**src/lzwd_pkg.sv**
```systemverilog
// Shared types, constants and helpers for the LZ window decompressor.
// Used by the packer, the top level and the port checker; depends on nothing.
package lzwd_pkg;

	// History window (fixed 4 KiB) and its address width
	localparam int WINDOW_DEPTH = 4096;
	localparam int WIN_AW       = $clog2(WINDOW_DEPTH);

	// Result lanes
	localparam int LANES_MAX     = 8;
	localparam int OUT_LANES_DEF = 8;
	localparam int CNT_W         = 4;
	localparam int LANE_IW       = 3;

	// Stream format
	localparam int          SIZE_W        = 32;
	localparam int          LEN_W         = 9;
	localparam logic [4:0]  HDR_LEN       = 5'd16;
	localparam logic [4:0]  HDR_MAGIC_END = 5'd4;
	localparam logic [4:0]  HDR_SIZE_END  = 5'd8;
	localparam logic [4:0]  HDR_LAST      = 5'd15;
	localparam logic [8:0]  LONG_BIAS     = 9'h012;
	localparam logic [8:0]  SHORT_BIAS    = 9'd2;
	localparam logic [3:0]  GROUP_FLAGS   = 4'd8;

	// Error codes reported on the last result of a transaction
	localparam logic [2:0] ERR_OK      = 3'd0;
	localparam logic [2:0] ERR_MAGIC   = 3'd1;
	localparam logic [2:0] ERR_FAR     = 3'd2;
	localparam logic [2:0] ERR_TRUNC   = 3'd3;
	localparam logic [2:0] ERR_OVERRUN = 3'd4;

	// Flags attached to the closing result of one input byte
	typedef struct packed {
		logic       run_end;
		logic [2:0] err;
	} fin_t;

	// Packer status seen by the sequencer
	typedef struct packed {
		logic put_ok;
		logic fin_ok;
	} pack_st_t;

	// Expected magic byte at header position 0..3
	function automatic logic [7:0] magic_byte(input logic [1:0] idx);
		logic [7:0] b;
		case (idx)
			2'd0: b = 8'h59;
			2'd1: b = 8'h61;
			2'd2: b = 8'h7a;
			default: b = 8'h30;
		endcase
		return b;
	endfunction

endpackage

```
**src/lzwd_packer.sv**
```systemverilog
// Packs produced bytes into lanes and holds the output result register.
// Depends on lzwd_pkg.
module lzwd_packer import lzwd_pkg::*; #(
	parameter int OUT_LANES = OUT_LANES_DEF
) (
	input  logic                          clk,
	input  logic                          arst_n,
	input  logic                          put_en,
	input  logic [7:0]                    put_data,
	input  logic                          fin_en,
	input  fin_t                          fin_info,
	output pack_st_t                      pk_st,
	output logic                          out_valid,
	input  logic                          out_ready,
	output logic [LANES_MAX-1:0][7:0]     out_bytes,
	output logic [CNT_W-1:0]              out_count,
	output logic                          out_last,
	output logic                          out_end,
	output logic [2:0]                    out_err
);

	logic [LANES_MAX-1:0][7:0] lanes_q;
	logic [CNT_W-1:0]          cnt_q;
	logic                      out_valid_q;
	logic [LANES_MAX-1:0][7:0] out_bytes_q;
	logic [CNT_W-1:0]          out_count_q;
	logic                      out_last_q;
	logic                      out_end_q;
	logic [2:0]                out_err_q;

	logic                      out_free;
	logic                      lane_full;
	logic                      fin_need;
	logic                      load;
	logic [LANES_MAX-1:0][7:0] emit_bytes;

	assign out_free  = !out_valid_q || out_ready;
	assign lane_full = (cnt_q == CNT_W'(OUT_LANES));
	assign fin_need  = (cnt_q != '0) || fin_info.run_end || (fin_info.err != ERR_OK);
	assign load      = (put_en && lane_full) || (fin_en && fin_need);

	assign pk_st.put_ok = !lane_full || out_free;
	assign pk_st.fin_ok = out_free;

	// Zero the lanes past the fill count
	always_comb begin
		for (int j = 0; j < LANES_MAX; j++) begin
			emit_bytes[j] = (CNT_W'(j) < cnt_q) ? lanes_q[j] : 8'd0;
		end
	end

	// Advance the fill count
	always_ff @(posedge clk or negedge arst_n) begin
		if (!arst_n) begin
			cnt_q <= '0;
		end else if (put_en) begin
			cnt_q <= lane_full ? CNT_W'(1) : cnt_q + CNT_W'(1);
		end else if (fin_en) begin
			cnt_q <= '0;
		end
	end

	// Lane data
	always_ff @(posedge clk) begin
		if (put_en) begin
			if (lane_full) begin
				lanes_q[0] <= put_data;
			end else begin
				lanes_q[cnt_q[LANE_IW-1:0]] <= put_data;
			end
		end
	end

	// Output register valid: load a result, drop it once taken
	always_ff @(posedge clk or negedge arst_n) begin
		if (!arst_n) begin
			out_valid_q <= 1'b0;
		end else if (load) begin
			out_valid_q <= 1'b1;
		end else if (out_ready) begin
			out_valid_q <= 1'b0;
		end
	end

	// Output register payload
	always_ff @(posedge clk) begin
		if (load) begin
			out_bytes_q <= emit_bytes;
			out_count_q <= cnt_q;
			out_last_q  <= fin_en;
			out_end_q   <= fin_en && fin_info.run_end;
			out_err_q   <= fin_en ? fin_info.err : ERR_OK;
		end
	end

	assign out_valid = out_valid_q;
	assign out_bytes = out_bytes_q;
	assign out_count = out_count_q;
	assign out_last  = out_last_q;
	assign out_end   = out_end_q;
	assign out_err   = out_err_q;

endmodule

```
**config.mk**
```make
export PLATFORM = sky130hd
export DESIGN_NAME = lzwd_packer
export DESIGN_NICKNAME = d
export VERILOG_FILES = /design/src/lzwd_pkg.sv /design/src/lzwd_packer.sv
export SDC_FILE = /design/constraint.sdc
export NUM_CORES = 1
export LEC_CHECK = 0
export ABC_CLOCK_PERIOD_IN_PS = 8330
export BUFFER_PORTS_ARGS = -buffer_cell sky130_fd_sc_hd__buf_4
export CAP_MARGIN = 20
export CORE_MARGIN = 1
export CORE_UTILIZATION = 61
export CTS_BUF_LIST = sky130_fd_sc_hd__clkbuf_4
export CTS_CLUSTER_DIAMETER = 60
export DETAILED_ROUTE_END_ITERATION = 8
export HOLD_SLACK_MARGIN = 0.06
export PLACE_DENSITY = 0.86
export SETUP_SLACK_MARGIN = 0.1
export SYNTH_ARGS = -nofsm -noshare
export SYNTH_HDL_FRONTEND = slang
export SYNTH_SLANG_ARGS = --single-unit
```
**constraint.sdc**
```tcl
create_clock -name clk -period 8.33 [get_ports clk]
set_input_delay 1.666 -clock clk [delete_from_list [all_inputs] [get_ports clk]]
set_output_delay 1.666 -clock clk [all_outputs]
set_load 0.02 [all_outputs]
```
Word level (Yosys, flattened, before mapping) --
Index checks and enable logic that the tools add are counted.
Operators by class: bitwise operators 1, add/sub/neg operators 1, mux-type cells 9, reduce and logical (&&, ||, !) cells 16, order comparisons 10, equality and inequality tests 1
Operators by type and width (number):
- $bwmux 64 | 1
- $demux 8 s3 | 1
- $lt 3x4->1 const A | 4
- $mux 8 | 2
- $mux 4 | 3
- $lt 1x4->1 const A | 2
- $lt 2x4->1 const A | 2
- $logic_or 1x1->1 | 5
- $add 4x1->4 const B | 1
- $eq 4x4->1 const B | 1
- $logic_and 1x1->1 | 4
- $lt 3x4->1 const B | 1
- $reduce_bool 2->1 | 2
- $reduce_bool 4->1 | 1
- $ge 3x1->1 const B | 1
- $reduce_bool 3->1 | 1
- $logic_not 1->1 | 2
- $mux 1 | 2
- $reduce_and 2->1 | 1
- $not 1->1 | 1
Word-level totals: output and inout port bits 76, register bits 142, bits of input ports 17

Logic depth before layout (Yosys ltp) --
depth in word-level cells 6, mapped depth 6, depth with buffers taken out 5

Least setup slack after synthesis --
OpenSTA, ideal clock, no wires.
kind input-to-reg, from in put_en, to reg out_bytes_q, in the netlist out_bytes[0] (enable), arrival 4.138 ns, path buffers 1, setup time 0.456 ns, data required time 7.874 ns, slack 3.736 ns, stages on the path 3, cells stage by stage clkbuf_1 nand4b_1 a22oi_2
Between the ends: word-level cells in the longest chain between the ends 2
RTL lines:
- start, declared | RTL line lzwd_packer.sv:8 | input logic put_en,
- $logic_and 1x1->1 | RTL line lzwd_packer.sv:40 | assign load = (put_en && lane_full) || (fin_en && fin_need);
- $logic_or 1x1->1 | RTL line lzwd_packer.sv:40
- net load | RTL line lzwd_packer.sv:34 | logic load;
- end signal, assigned | RTL line lzwd_packer.sv:88 | out_bytes_q <= emit_bytes;
- end, declared | RTL line lzwd_packer.sv:25 | logic [LANES_MAX-1:0][7:0] out_bytes_q;
The timed path passes the listed nets, and every way through them passes these cells. A chain may end at the register's enable or synchronous reset.

==> flow_metrics.env <==
export IMPL_stdcell_area_sq_um=6130
export IMPL_clock_tree_root_cell="clkbuf_4"
export IMPL_start_util=0.645
export IMPL_combPwrFrac=0.151
export IMPL_switching_share=0.264
export IMPL_syn_area_per_cell_sq_um=18.4
export IMPL_cts_tree="done"
export IMPL_hp_class="flip-flop to flip-flop"
export IMPL_rows=32
export IMPL_synthToLayoutAreaGrowth_pct=20.6
export IMPL_gr_total_overflow=0
export IMPL_skew_ps=13.2
export IMPL_holdPathEnd="out_bytes[19]"
export IMPL_clock_latency_ps=520
export IMPL_yosys_warnings=0
export IMPL_ctsHtreeMaxLevel=4
export IMPL_clockPowerShare=0.266
export IMPL_required_ps=6660
export IMPL_viasPerCell=5.50
export IMPL_final_nets=402
export IMPL_path_cells="inv_1 -> ha_1 -> nor2b_1 -> nand4_1 -> buf_4"
export IMPL_crit_slowest_cell="dfrtp_1"
export IMPL_fin_crit_ps=3840
export IMPL_synth_ff_type="edfxtp_1"
export IMPL_ioPinCount=93
export IMPL_yosysSeqAreaShare=0.834
export IMPL_via_count=2726
export IMPL_synth_edf_count=137
export IMPL_fin_setup_tns_ps=0
export IMPL_final_common_cell="edfxtp_1"
export IMPL_rsz0062_at_grt="false"
export IMPL_cts_resized_gates=0
export IMPL_drtPass1Iterations=4
export IMPL_drv_slew=0
export IMPL_gp_congestion=0.831
export IMPL_grt_max_degree=51
export IMPL_reg2reg_to="out_bytes[36]"
export IMPL_cts_num_sinks=142
export IMPL_routedWlPerCell_microns=18.3
export IMPL_totalWireLength_microns=9080
export IMPL_hold_viol=0
export IMPL_worst_pin_slew_ps=994
export IMPL_total_power_mw=1.53
export IMPL_p_int_mw=1.13
export IMPL_criticalPathCategory="flip-flop to output port"
export IMPL_antenna_found_initial=0
export IMPL_grt_first_pass_wirelength_microns=13400
export IMPL_r2r_start="cnt_q[1]"
export IMPL_first_global_vias=2585
export IMPL_arrival_ps=2170
export IMPL_yosysUniqueCellTypes=30
export IMPL_worst_slack_ps=4490
export IMPL_chipHeight_microns=93.3
export IMPL_placed_area_sq_um=5870
export IMPL_min_from="lanes_q[19]"
export IMPL_max_freq_mhz=261
export IMPL_synthArstFlopShare=0.0352
export IMPL_setup_viol=0
export IMPL_layout_cells_most_common_list="edfxtp_1 (137), buf_4 (94), nor2b_1 (43), and2_1 (20), clkbuf_4 (18)"
export IMPL_hold_buffers=0
export IMPL_seq_power_share=0.583
export IMPL_die_area_sq_um=8700
export IMPL_cts_path_max_buffers=2
export IMPL_dieWidth_microns=93.3
export IMPL_crit_fanout=10
export IMPL_core_area_sq_um=7890
export IMPL_syn_area_sq_um=5080
export IMPL_start_kind="flip-flop"
export IMPL_end_kind="output port"
export IMPL_cts_buffers=17
export IMPL_fillers=405
export IMPL_diodes=0
export IMPL_status="finished clean"
export IMPL_dp_cells=465
export IMPL_drt_iter0_drc=277
export IMPL_crit_path_max_incr_delay_ps=540
export IMPL_synth_cells=276
export IMPL_post_route_drc_count=0
export IMPL_cellLeakagePower_nw=2.34
export IMPL_hold_depth=1
export IMPL_track_usage=0.226
export IMPL_clk_pin_slew_worst_paths_ps=110
export IMPL_power_switching_uw=405
export IMPL_worstRegToRegCells=5
export IMPL_p_per_area_nw_per_um2=250
export IMPL_syn_nets=295
export IMPL_instances_no_fill=496
export IMPL_cts_setup_buffers=0
export IMPL_yosys_register_bits=142
export IMPL_relSlewSlack=0.332
export IMPL_ir_worst_vdd_mv=0.140
export IMPL_max_cap_violations=0
export IMPL_antenna_left=0
export IMPL_dp_hpwl_microns=5850
export IMPL_timing_final_crit_share=0.461
export IMPL_port_buffers=92
export IMPL_drive_gt1_frac=0.325
export IMPL_r2r_setup_slack_ps=5950
export IMPL_pre_cts_slack_ps=4500
-- area by class of cell --
type / instances / area [sq um] / area share
clock buffer: 18 / 135 / 0.0220
clock inverter: 12 / 123 / 0.0200
inverter: 6 / 22.5 / 0.00367
multi-input combinational: 121 / 773 / 0.126
sequential: 142 / 4240 / 0.691
tap: 102 / 128 / 0.0208
timing repair buffer: 95 / 711 / 0.116
-- sequential cells by signal, indices dropped and copies added (netlist names) --
name	cells
lanes_q	64
out_bytes	64
cnt_q	4
out_count	4
out_err	3
out_end	1
out_last	1
out_valid	1
-- power by group through the flow --
stage / logic, mW / registers [mW] / clock network [mW]
CTS: 0.233 / 0.892 / 0.411
global route: 0.246 / 0.898 / 0.438
finish: 0.231 / 0.892 / 0.408
floorplan: 0.0918 / 0.947 / 0
detailed placement: 0.230 / 0.908 / 0
global placement: 0.221 / 0.904 / 0
-- metal layers --
metal / global-route usage / part of all wire
met4: 0.101 / 0.015
met5: 0 / 0
met1: 0.279 / 0.37
met3: 0.0764 / 0.090
met2: 0.364 / 0.53
-- how the worst max path moves through the flow --
| stage | cells past startpoint | start | end |
|---|---|---|---|
| 3_3_place_gp | 4 | out_ready | pk_st[1] |
| 4_1_cts | 4 | out_ready | pk_st[1] |
| 2_1_floorplan | 3 | put_en | out_bytes[0] |
| 5_1_grt | 5 | cnt_q[1] | pk_st[1] |
| 3_5_place_dp | 4 | out_ready | pk_st[1] |
| 6_report | 5 | cnt_q[1] | pk_st[1] |
-- metrics by stage --
step                hold WS (ps)  utilization
floorplan                    420            -
global placement             507        0.744
detailed placement           514        0.744
CTS                          539        0.777
global route                 552        0.777
finish                       535        0.777
-- cell families after synthesis --
kind of cell | share of synthesized area
fa+ha+maj | 0.00492
compound gates | 0.0199
simple gates | 0.127
buf+inv | 0.0140
flops | 0.834
-- worst max-delay path, delay by kind of cell, from the launching register on --
family | cells | cell delay [ps]
flip-flops | 1 | 540
buffers and inverters | 2 | 400
adder cells (fa/ha/maj) | 1 | 290
AND/OR/NAND/NOR | 2 | 430
-- cell usage after synthesis, types with 2 or more instances --
cell type,n,share of area
buf_2,3,0.0030
inv_1,6,0.0044
nor3_1,2,0.0020
nor2_1,8,0.0059
nor2b_1,43,0.053
nor4_1,2,0.0025
edfxtp_1,137,0.81
a31oi_1,2,0.0025
and2b_1,14,0.021
a21oi_1,5,0.0049
dfrtp_1,5,0.025
nand2_1,10,0.0074
ha_1,2,0.0049
buf_6,2,0.0044
and2_1,20,0.025
No activity file was read; power rests on OpenSTA's default activity.
